$ cat src/itsm_pkg.sv
// ----------------------------------------------------------------------------
// itsm_pkg: shared types and constants for the integer ternary search
// Coordinate and coefficient widths, register indexes, reciprocal constant
// for the divide by three, and the controller/datapath command structs.
// ----------------------------------------------------------------------------
package itsm_pkg;

  localparam int COORD_WIDTH     = 24;
  localparam int SCAN_MARGIN     = 5;
  localparam int COEF_WIDTH      = 16;
  localparam int FVAL_WIDTH      = 64;
  localparam int CFG_INDEX_WIDTH = 2;
  localparam int CFG_DATA_WIDTH  = COEF_WIDTH;

  // register indexes on the config port
  localparam logic [CFG_INDEX_WIDTH-1:0] REG_COEF_SQUARE = CFG_INDEX_WIDTH'(0);
  localparam logic [CFG_INDEX_WIDTH-1:0] REG_COEF_LINEAR = CFG_INDEX_WIDTH'(1);
  localparam logic [CFG_INDEX_WIDTH-1:0] REG_COEF_CONST  = CFG_INDEX_WIDTH'(2);
  localparam logic [CFG_INDEX_WIDTH-1:0] REG_FIND_MAX    = CFG_INDEX_WIDTH'(3);

  // span of the working interval, one bit wider than a coordinate
  localparam int SPAN_WIDTH  = COORD_WIDTH + 1;
  // span/3 for a span below 2^COORD_WIDTH
  localparam int THIRD_WIDTH = COORD_WIDTH - 1;
  // floor(n/3) = (n * ceil(2^(W+2)/3)) >> (W+2) for n < 2^W
  localparam int DIV3_SHIFT  = COORD_WIDTH + 2;
  localparam logic [COORD_WIDTH:0] DIV3_MUL =
    (COORD_WIDTH + 1)'(((64'd1 << DIV3_SHIFT) + 64'd2) / 64'd3);

  // pipeline depth of the quadratic evaluator
  localparam int EVAL_LATENCY = 3;
  localparam int WAIT_WIDTH   = 2;

  typedef logic signed [COORD_WIDTH-1:0] coord_t;
  typedef logic signed [COEF_WIDTH-1:0]  coef_t;
  typedef logic signed [FVAL_WIDTH-1:0]  fval_t;

  typedef struct packed {
    logic load_in;     // take a new interval
    logic mid_en;      // capture the third points
    logic upd_narrow;  // narrow the interval from the two values
    logic scan_sel;    // evaluators look at low/high instead of third points
    logic scan_cmp;    // compare a scanned point against the candidate
    logic scan_first;  // first compare: candidate is high itself
    logic load_out;    // move the candidate into the output register
  } dp_cmd_t;

  typedef struct packed {
    logic span_gt_margin;
    logic low_lt_high;
  } dp_status_t;

endpackage

$ cat src/itsm_ctrl.sv
// ----------------------------------------------------------------------------
// itsm_ctrl: sequencer of the integer ternary search
// Runs narrowing rounds, then the linear scan, and owns the channel flags.
// ----------------------------------------------------------------------------
module itsm_ctrl import itsm_pkg::*; (
  input  logic       clk,
  input  logic       rst,
  input  logic       in_valid,
  output logic       in_ready,
  output logic       out_valid,
  input  logic       out_ready,
  input  dp_status_t status,
  output dp_cmd_t    cmd
);

  localparam int STATE_WIDTH = 4;
  localparam logic [STATE_WIDTH-1:0] ST_IDLE  = 4'd0;
  localparam logic [STATE_WIDTH-1:0] ST_DIV   = 4'd1;
  localparam logic [STATE_WIDTH-1:0] ST_MID   = 4'd2;
  localparam logic [STATE_WIDTH-1:0] ST_NWAIT = 4'd3;
  localparam logic [STATE_WIDTH-1:0] ST_NUPD  = 4'd4;
  localparam logic [STATE_WIDTH-1:0] ST_SWAIT = 4'd5;
  localparam logic [STATE_WIDTH-1:0] ST_SCMP  = 4'd6;
  localparam logic [STATE_WIDTH-1:0] ST_STEST = 4'd7;
  localparam logic [STATE_WIDTH-1:0] ST_DONE  = 4'd8;

  localparam logic [WAIT_WIDTH-1:0] WAIT_LOAD = WAIT_WIDTH'(EVAL_LATENCY - 1);

  logic [STATE_WIDTH-1:0] state;
  logic [STATE_WIDTH-1:0] state_next;
  logic [WAIT_WIDTH-1:0]  wait_cnt;
  logic [WAIT_WIDTH-1:0]  wait_cnt_next;
  logic                   first;
  logic                   first_next;
  logic                   out_valid_next;

  always_comb begin
    state_next    = state;
    wait_cnt_next = wait_cnt;
    first_next    = first;
    cmd           = '0;
    in_ready      = 1'b0;

    unique case (state)
      ST_IDLE: begin
        in_ready = 1'b1;
        if (in_valid) begin
          cmd.load_in = 1'b1;
          state_next  = ST_DIV;
        end
      end
      ST_DIV: begin
        wait_cnt_next = WAIT_LOAD;
        if (status.span_gt_margin) begin
          state_next = ST_MID;
        end else begin
          first_next = 1'b1;
          state_next = ST_SWAIT;
        end
      end
      ST_MID: begin
        cmd.mid_en    = 1'b1;
        wait_cnt_next = WAIT_LOAD;
        state_next    = ST_NWAIT;
      end
      ST_NWAIT: begin
        if (wait_cnt == '0) begin
          state_next = ST_NUPD;
        end else begin
          wait_cnt_next = wait_cnt - WAIT_WIDTH'(1);
        end
      end
      ST_NUPD: begin
        cmd.upd_narrow = 1'b1;
        state_next     = ST_DIV;
      end
      ST_SWAIT: begin
        cmd.scan_sel = 1'b1;
        if (wait_cnt == '0) begin
          state_next = ST_SCMP;
        end else begin
          wait_cnt_next = wait_cnt - WAIT_WIDTH'(1);
        end
      end
      ST_SCMP: begin
        cmd.scan_cmp   = 1'b1;
        cmd.scan_first = first;
        first_next     = 1'b0;
        state_next     = ST_STEST;
      end
      ST_STEST: begin
        wait_cnt_next = WAIT_LOAD;
        state_next    = status.low_lt_high ? ST_SWAIT : ST_DONE;
      end
      ST_DONE: begin
        if (!out_valid || out_ready) begin
          cmd.load_out = 1'b1;
          state_next   = ST_IDLE;
        end
      end
      default: begin
        state_next = ST_IDLE;
      end
    endcase
  end

  assign out_valid_next = cmd.load_out ? 1'b1 : (out_ready ? 1'b0 : out_valid);

  always_ff @(posedge clk) begin
    if (rst) begin
      state     <= ST_IDLE;
      wait_cnt  <= '0;
      first     <= 1'b0;
      out_valid <= 1'b0;
    end else begin
      state     <= state_next;
      wait_cnt  <= wait_cnt_next;
      first     <= first_next;
      out_valid <= out_valid_next;
    end
  end

  // a result only shows up after a finished search
  a_out_from_done: assert property (@(posedge clk) disable iff (rst)
    $rose(out_valid) |-> $past(state) == ST_DONE)
    else $error("result raised outside the done state");

  // scan compare waits out the full evaluator latency
  a_scan_latency: assert property (@(posedge clk) disable iff (rst)
    state == ST_SCMP |-> $past(state) == ST_SWAIT && $past(wait_cnt) == '0)
    else $error("scan compare before evaluator output is ready");

endmodule

$ cat config.mk
export PLATFORM = sky130hd
export DESIGN_NAME = itsm_ctrl
export DESIGN_NICKNAME = d
export VERILOG_FILES = /design/src/itsm_pkg.sv /design/src/itsm_ctrl.sv
export SDC_FILE = /design/constraint.sdc
export NUM_CORES = 1
export LEC_CHECK = 0
export BUFFER_PORTS_ARGS = -buffer_cell sky130_fd_sc_hd__buf_4
export CAP_MARGIN = 20
export CORE_AREA = 2 2 39 41
export CTS_CLUSTER_DIAMETER = 50
export CTS_CLUSTER_SIZE = 40
export DETAILED_ROUTE_END_ITERATION = 7
export DIE_AREA = 0 0 41 43
export GPL_ROUTABILITY_DRIVEN = 0
export GPL_TIMING_DRIVEN = 0
export PLACE_DENSITY = 0.69
export SETUP_SLACK_MARGIN = 0.5
export SLEW_MARGIN = 5
export SYNTH_ARGS = -nofsm -noshare
export SYNTH_HDL_FRONTEND = slang
export SYNTH_SLANG_ARGS = --single-unit
$ cat constraint.sdc
create_clock -name clk -period 3.1 [get_ports clk]
set_input_delay 0.62 -clock clk [delete_from_list [all_inputs] [get_ports clk]]
set_output_delay 0.62 -clock clk [all_outputs]
set_load 0.005 [all_outputs]
======== Word level (Yosys, flattened, before mapping) ========
Cells that the tools add are included.
word-level totals
  register bits ........................... 8
  input port bits ......................... 6
  output and inout port bits .............. 9
operators by class
  $add $sub $neg .......................... 1
  equality and inequality tests ........... 14
  mux-type cells .......................... 22
  reductions and logical operators ........ 12
operators by type and width
  kind                                                 count
  one-hot mux 4 bit (9 select lines)                   1
  2-to-1 mux 4 bit                                     5
  equality test 4 x 3 -> 1 bit, second input constant  4
  inequality test 2 bit, second input constant         6
  2-to-1 mux 1 bit                                     11
  equality test 4 x 2 -> 1 bit, second input constant  2
  nonzero test 2 bit                                   3
  equality test 4 x 1 -> 1 bit, second input constant  1
  equality test 4 bit, second input constant           1
  zero test 4 bit                                      1
  2-to-1 mux 2 bit                                     2
  one-hot mux 2 bit (2 select lines)                   1
  AND reduction 2 bit                                  2
  AND reduction 4 bit                                  1
  2-to-1 mux 3 bit                                     1
  OR reduction 3 bit                                   1
  zero test 2 bit                                      1
  one-hot mux 1 bit (2 select lines)                   1
  OR reduction 2 bit                                   1
  subtractor 2 x 1 -> 2 bit, second input constant     1
  zero test 1 bit                                      1
  logical OR 1 bit                                     1

======== Depth between registers and ports, before layout ========
Gate-level depths: netlist of run 1.
  depth in word-level cells ............... 5
  depth in mapped cells ................... 6
  depth with buffers taken out ............ 6

======== Worst setup path before layout of run 1 ========
No wires, ideal clock.
  path kind ............................... register to output
  from .................................... reg state[2]
  to ...................................... out cmd[6] in the netlist's numbering
  arrival ................................. 1.028 ns
  path slack .............................. 1.452 ns
  cell stages (with the launch flop) ...... 4
  cells stage by stage .................... dfxtp_1 -> clkbuf_8 -> nor4_1 -> and2_1
RTL lines
  element                 RTL line          RTL
  from (decl)             itsm_ctrl.sv:29   logic [STATE_WIDTH-1:0] state;
  from (signal assigned)  itsm_ctrl.sv:116  state <= state_next;
  to (decl)               itsm_ctrl.sv:13   output dp_cmd_t cmd

==> flow_summary.yaml, run 1 <==
run_status:
  outcome: "finished, final reports clean"
yosys:
  post_synthesis_mux_area_share_pct: 1.699
  yosysUniqueCellTypes: 29
  yosys.area_share.simple_pct: 33.55
  largest_family_of_logic_cells_by_synthesized_area: "simple AND/OR/NAND/NOR gates"
  yosys_register_bits: 8
  synth_area_per_cell_um2: 8.185
  ys_warn_count: 0
  yosys.area_share.adder_pct: 2.123
  synth_xor_xnor_area_share_pct: 2.972
  synth_area_um2: 589.3
  syn-instance-count: 72
  synth.net_count: 79
  synth_compound_gate_area_share_pct: 18.90
  ys_seq_area_share_pct: 27.18
die:
  area_enclosed_by_the_die_boundary_um2: 1763
  io_pins: 15
  floorplan.die.height_um: 43
  die_width_um: 41
  cell_row_count: 14
  initial_core_util_pct: 42.59
  core_um2: 1384
setup_path:
  timing.critical_path.slowest_cell_delay_ns: 0.34
  worstSetupStartpointType: "flop"
  worst_path_arrival_time_ns: 1.45
  timing.critical_path.cells: "clkbuf_8 > nor3_1 > nand2_1 > nor2_1 > buf_4 > buf_4"
  worst-setup-path-type: "flop to output pin"
  worst-path-max-fanout: 10
  critical_path.n_buffers_inverters: 3
  critical_path.endpoint_type: "output pin"
  cpLargestDelayFamily: "simple AND/OR/NAND/NOR gates"
  critical_path.slowest_cell: "dfxtp_1"
  regToRegSetupSlack_ns: 1.64
  crit_path_frequent_cell: "buf_4"
  worstSetupStartpoint: "state[2]"
  reg2reg_from: "wait_cnt[0]"
  worst-endpoint-required_ns: 2.48
cts:
  clock_network_latency_to_the_later_pin_of_the_worst_skew_pair_ns: 0.26
  h-tree-depth: 1
  tritoncts_clock_tree: "built"
  cts-hold-fix-buffers: 0
  cts_made_buffers: 3
  clkSlewWorstSetupHoldPaths_ns: 0.06
  post_cts_resized: 0
  cts_sinks: 8
  clockBufferDepth: 2
  clock-root-buffer: "clkbuf_4"
  cts_setup_buffers: 0
finish:
  antenna-diode-count: 0
  drive_gt1_share_pct: 31.82
  layout-area-overhead-vs-synth_pct: 23.78
  final_area_um2: 729.5
  design.final.nets: 97
  post_layout_nonfiller_instances: 104
  layout.cells.most_common_list: "15 x buf_4, 9 x nor2_1, 8 x dfxtp_1"
  mostFrequentLayoutCell: "buf_4"
job:
  drv_cap: 0
pwr:
  power.share.sequential_pct: 41.9
  power.share.switching_pct: 29.72
  share_comb_of_total_power_pct: 28.4
  clock_power_share_pct: 29.7
  pwr_density_cell_nw_per_um2: 379.5
  worst_ir_drop_vdd_mv: 0.2224
  leakage_nw: 0.2915
  p_int_mw: 0.1945
  net-switching-power_mw: 0.08225
timing:
  timing.max_slew.rel_slack_pct: 77.36
  fmax_ghz: 0.4830
  tightest_hold_margin_ns: 0.4910
  final_critical_path_setup_slack_ns: 1.030
  finalSetupViolCount: 0
  setup_repair_after_global_routing_missed_its_margin: "no"
  final_period_minus_worst_setup_slack_ns: 2.070
  final-hold-violation-count: 0
  finalCritPeriodShare_pct: 66.78
  worst_clock_skew_ns: 0.006011
  tightest_slew_ns: 0.3382
  setup-tns-final_ns: 0
  timing_max_transition_violations_final: 0
place:
  placed_cell_area_um2: 706.9
  dp_cells: 101
  io_buffer_count: 13
  pre_cts_ws_ns: 1.265
  post-dp-hpwl_um: 965
global_route:
  track_usage_pct: 17.61
  grt.overflow.total: 0
  grt_start_max_net_pins: 11
  antenna_found_initial: 0
  first_global_vias: 477
  grt_pass1_wl_um: 2090
detailed_routing:
  vias: 554
  postRouteWirelength_um: 1254
  first_pass_iters: 4
  vias_per_std_cell: 5.327
  postRouteAntennaNets: 0
  post_drt_wl_per_cell_um: 12.06
  route.detailed.drc: 0
  detailedRoute.firstIterationViolations: 10
min_path:
  min_path_type: "flop to flop"
  holdCritStartpoint: "first"
==> cells in the mapped netlist <==
cell	number	area [um^2]
nor2b_1	1	6.260
xnor2_1	2	17.52
clkbuf_8	2	27.53
clkdlybuf4s50_2	1	11.26
a21boi_2	1	11.26
nor4_1	1	6.260
nand2b_1	3	18.77
a211oi_1	1	7.510
and2_1	2	12.51
nor3_2	1	10.01
ha_1	1	12.51
and3b_2	1	10.01
nand3_1	2	10.01
buf_6	1	11.26
and4b_1	1	10.01
inv_1	4	15.01
nand2b_2	1	8.760
buf_4	2	15.01
o21ai_0	7	35.03
nor3_1	6	30.03
nand2_1	3	11.26
a21oi_1	5	25.02
dfxtp_1	8	160.2
a311oi_2	1	15.01
or3_1	1	6.260
mux2i_1	1	10.01
o311ai_1	2	17.52
nor2_1	9	33.78
nor4b_4	1	23.77
==> logic make-up after synthesis <==
family | Yosys count
buffers and inverters | 10
and+or+nand+nor | 33
adders and majority gates | 1
xor gates and xnor gates | 2
DFF | 8
AOI/OAI and AO/OA | 17
muxes | 1
==> worst paths after layout <==
path / endpoint / cells after the start
setup / recovery: cmd[0] / 6
setup reg to reg: state[1] / 6
hold / removal: first / 2
hold reg to reg: first / 2
==> state kept, by name, summed over array words and instances (netlist names) <==
register   count
out_valid      1
first          1
wait_cnt       2
state          4
==> per-stage QoR <==
stage	power [mW]	utilization, %
floorplan	0.1741	-
global placement	0.1954	51.09
detailed placement	0.1973	51.09
CTS	0.2764	52.71
global route	0.2916	52.71
finish	0.2768	52.71
==> layout make-up <==
cell class	count	area, um^2
Timing Repair Buffer	13	97.59
Buffer	6	65.06
Clock buffer	3	22.52
Tap cell	16	20.02
Fill cell	141	654.4
Sequential cell	8	160.2
Multi-Input combinational cell	54	349.1
Inverter	4	15.01
==> power by group through the flow <==
stage	logic, mW	clock network, mW	registers [mW]
2_1_floorplan	0.0571	0	0.117
3_3_place_gp	0.0774	0	0.118
3_5_place_dp	0.0787	0	0.119
4_1_cts	0.0793	0.0809	0.116
5_1_grt	0.0873	0.0871	0.117
6_report	0.0786	0.0822	0.116
==> routing by layer <==
| metal | global-route usage [%] | vias to the layer above | wire (um) |
|---|---|---|---|
| met4 | 8.000 | 0 | 12 |
| li1 | - | 283 | - |
| met1 | 24.60 | 253 | 611 |
| met5 | 0 | - | 0 |
| met3 | 4.712 | 2 | 66 |
| met2 | 24.38 | 16 | 563 |
==> worst min-delay path, cell delays in order, from the launching register on <==
cell and delay [ns]:
dfxtp_1 0.31, o21ai_0 0.07, a21oi_1 0.06
Power figures use the tool's default switching activity.
==> inputs of run 2 (changes only) <==
--- a/config.mk
+++ b/config.mk
@@ -5,6 +5,7 @@
 export SDC_FILE = /design/constraint.sdc
 export NUM_CORES = 1
 export LEC_CHECK = 0
+export ABC_AREA = 1
 export BUFFER_PORTS_ARGS = -buffer_cell sky130_fd_sc_hd__buf_4
 export CAP_MARGIN = 20
 export CORE_AREA = 2 2 39 41
@@ -14,7 +15,7 @@
 export DIE_AREA = 0 0 41 43
 export GPL_ROUTABILITY_DRIVEN = 0
 export GPL_TIMING_DRIVEN = 0
-export PLACE_DENSITY = 0.69
+export PLACE_DENSITY = 0.68
 export SETUP_SLACK_MARGIN = 0.5
 export SLEW_MARGIN = 5
 export SYNTH_ARGS = -nofsm -noshare
==> constraint.sdc (replaced) <==
create_clock -name clk -period 1.8 [get_ports clk]
set_input_delay 0.36 -clock clk [delete_from_list [all_inputs] [get_ports clk]]
set_output_delay 0.36 -clock clk [all_outputs]
set_load 0.005 [all_outputs]
==> run 2 against run 1 <==
Via count up 23%. Global-route usage did not move. Synthesized area down 7.9%. Sequential share of layout area shrank 4.9 points. Combinational power rose to 5.5 times the previous value. Sequential power rose by 93%. First-iteration DRC count increased by 30%. Utilization up 21 points. Largest cell class unchanged.
==> flow_summary.yaml, run 2 <==
timing:
  final-hold-violation-count: 0
  finalCritPeriodShare_pct: 93.33
  tightest_slew_ns: 0.3093
  final_period_minus_worst_setup_slack_ns: 1.680
  timing.max_slew.rel_slack_pct: 79.30
  setup_repair_after_global_routing_missed_its_margin: "yes"
  worst_clock_skew_ns: 0.004262
  fmax_ghz: 0.5953
  setup-tns-final_ns: 0
  tightest_hold_margin_ns: 0.3286
  finalSetupViolCount: 0
  timing_max_transition_violations_final: 0
die:
  floorplan.die.height_um: 43
  core_um2: 1384
  initial_core_util_pct: 39.24
  io_pins: 15
  area_enclosed_by_the_die_boundary_um2: 1763
  die_width_um: 41
  cell_row_count: 14
global_route:
  grt_pass1_wl_um: 2063
  antenna_found_initial: 0
  grt_start_max_net_pins: 8
  first_global_vias: 527
  grt.overflow.total: 0
  track_usage_pct: 17.61
pwr:
  leakage_nw: 0.4940
  worst_ir_drop_vdd_mv: 0.4894
  post-layout-total-power_mw: 0.7973
  share_comb_of_total_power_pct: 54.6
  clock_power_share_pct: 17.3
  pwr_density_cell_nw_per_um2: 777.1
  power.share.sequential_pct: 28.1
  p_int_mw: 0.4915
  net-switching-power_mw: 0.3058
  power.share.switching_pct: 38.35
min_path:
  holdCritStartpoint: "rst"
  min_path_type: "input pin to flop"
  min_delay_path_depth: 2
  worst_hold_path.endpoint: "state[0]"
yosys:
  synth_area_per_cell_um2: 6.242
  ys_warn_count: 0
  yosys.cell_count.top_type: "inv_1"
  synth_top_cells_by_count: "20 x inv_1, 14 x nor2_1, 13 x nand2_1"
  synth_area_um2: 543.0
  syn-instance-count: 87
  yosysUniqueCellTypes: 21
  synth.area.top_cells: "dfxtp_1 29%, inv_1 14%, nor2_1 9.7%"
  synth_edf_count: 0
  ys_seq_area_share_pct: 29.49
  yosys_register_bits: 8
  yosys.area.top_type_share_pct: 29.49
  synth.net_count: 94
  post-synth-top-area-cell: "dfxtp_1"
  synth_top_flop_cell: "dfxtp_1"
  synthArstFlopShare_pct: 0
setup_path:
  critical_path.reg2reg.endpoint: "state[0]"
  worstSetupStartpointType: "flop"
  reg2reg_from: "state[1]"
  worst_path_arrival_time_ns: 1.32
  regToRegSetupSlack_ns: 0.35
  worst-path-max-fanout: 4
  rr_worst_depth: 11
  worst-setup-path-type: "flop to output pin"
  worst-endpoint-required_ns: 1.44
  critical_path.endpoint_type: "output pin"
place:
  io_buffer_count: 14
  dp_cells: 117
  post-dp-hpwl_um: 912.1
finish:
  antenna-diode-count: 0
  layout.cells.most_common_list: "14 x buf_4, 14 x buf_6, 12 x inv_1"
  post_layout_nonfiller_instances: 135
  reg_top3: "state (4), wait_cnt (2)"
  drive_gt1_share_pct: 58.82
  layout-area-overhead-vs-synth_pct: 88.94
  design.final.nets: 128
  layout.core_utilization_pct: 74.14
  top_register: "state"
  largest_reg_flops: 4
cts:
  clock-root-buffer: "clkbuf_4"
  tritoncts_clock_tree: "built"
  cts_made_buffers: 3
  cts_sinks: 8
  clockBufferDepth: 2
  clock_network_latency_to_the_later_pin_of_the_worst_skew_pair_ns: 0.25
  h-tree-depth: 1
  clkSlewWorstSetupHoldPaths_ns: 0.06
job:
  drv_cap: 0
detailed_routing:
  first_pass_iters: 4
  detailedRoute.firstIterationViolations: 13
  vias: 682
  route.detailed.drc: 0
  post_drt_wl_per_cell_um: 14.46
  vias_per_std_cell: 5.052
  postRouteAntennaNets: 0
  postRouteWirelength_um: 1952
run_status:
  outcome: "finished, final reports clean"
-- run 2: changes by cell type in the layout (fill, tap and decap cells not counted), sizes merged, moves of 3 or more --
cell	delta
buf	+14
inv	+18
nand2	+12
nand2b	-4
nand3	+4
nor2	+9
nor3	-6
o21ai	-3
-- run 2: per-stage QoR --
| stage | setup slack (ns) | cell area (um^2) |
|---|---|---|
| finish | 0.1201 | 1026 |
| global route | 0.1183 | 1026 |
| CTS | 0.1588 | 812.0 |
| detailed placement | 0.3466 | 674.4 |
| global placement | 0.3615 | 674.4 |
| floorplan | 0.5080 | 549.3 |
-- run 2: how the worst max path moves through the flow --
stage | cells after the start | end | start | slack (ns)
final | 6 | cmd[1] | state[1] | 0.12
after global routing | 5 | cmd[1] | state[2] | 0.12
after CTS | 5 | cmd[0] | state[1] | 0.16
after detailed placement | 5 | cmd[0] | state[1] | 0.35
after global placement | 4 | cmd[0] | state[3] | 0.36
after floorplan | 3 | cmd[0] | state[3] | 0.51
-- run 2: metal layers --
layer	GRT usage, %	part of all wire (%)	routed length (um)	up-vias
met5	0	0	0	-
met4	10.00	0.92	18	0
met3	3.141	3.6	71	4
met2	30.00	55	1066	23
met1	18.77	41	795	320
li1	-	-	-	335
-- run 2: area by class of cell --
cell class,instances,area (um^2)
multi-input cells,56,422.9
fillers,93,357.8
repair buffers,29,290.3
flip-flops and latches,8,175.2
inverters,22,87.58
clock buffers,3,22.52
well taps,16,20.02
plain buffers,1,7.507
-- run 2: kinds of logic after synthesis --
group | after synthesis | share of synthesized area (%)
fa+ha+maj | 1 | 2.304
buf+inv | 23 | 16.59
simple gates | 43 | 37.56
flops | 8 | 29.49
compound gates | 12 | 14.05
-- run 2: power by group through the flow --
stage	clock network (mW)	logic, mW	registers [mW]
after CTS	0.144	0.287	0.219
final	0.138	0.435	0.224
after detailed placement	0	0.206	0.217
after global routing	0.154	0.470	0.226
after floorplan	0	0.143	0.214
after global placement	0	0.202	0.217
-- run 2: critical path, cell delays in order (launching register included) --
cell and delay [ns]:
dfxtp_4 0.36, buf_6 0.13, inv_4 0.04, nor2_4 0.11, nand2_2 0.09, nor2_1 0.18
buf_4 0.14
-- run 2: repair_timing --
item,4_1_cts,5_1_grt
hold endpoints to repair,0,0
hold buffers,0,0
gates resized for setup,21,42
endpoints found under the setup margin,9,14
setup buffers,7,8
pin swaps,7,13
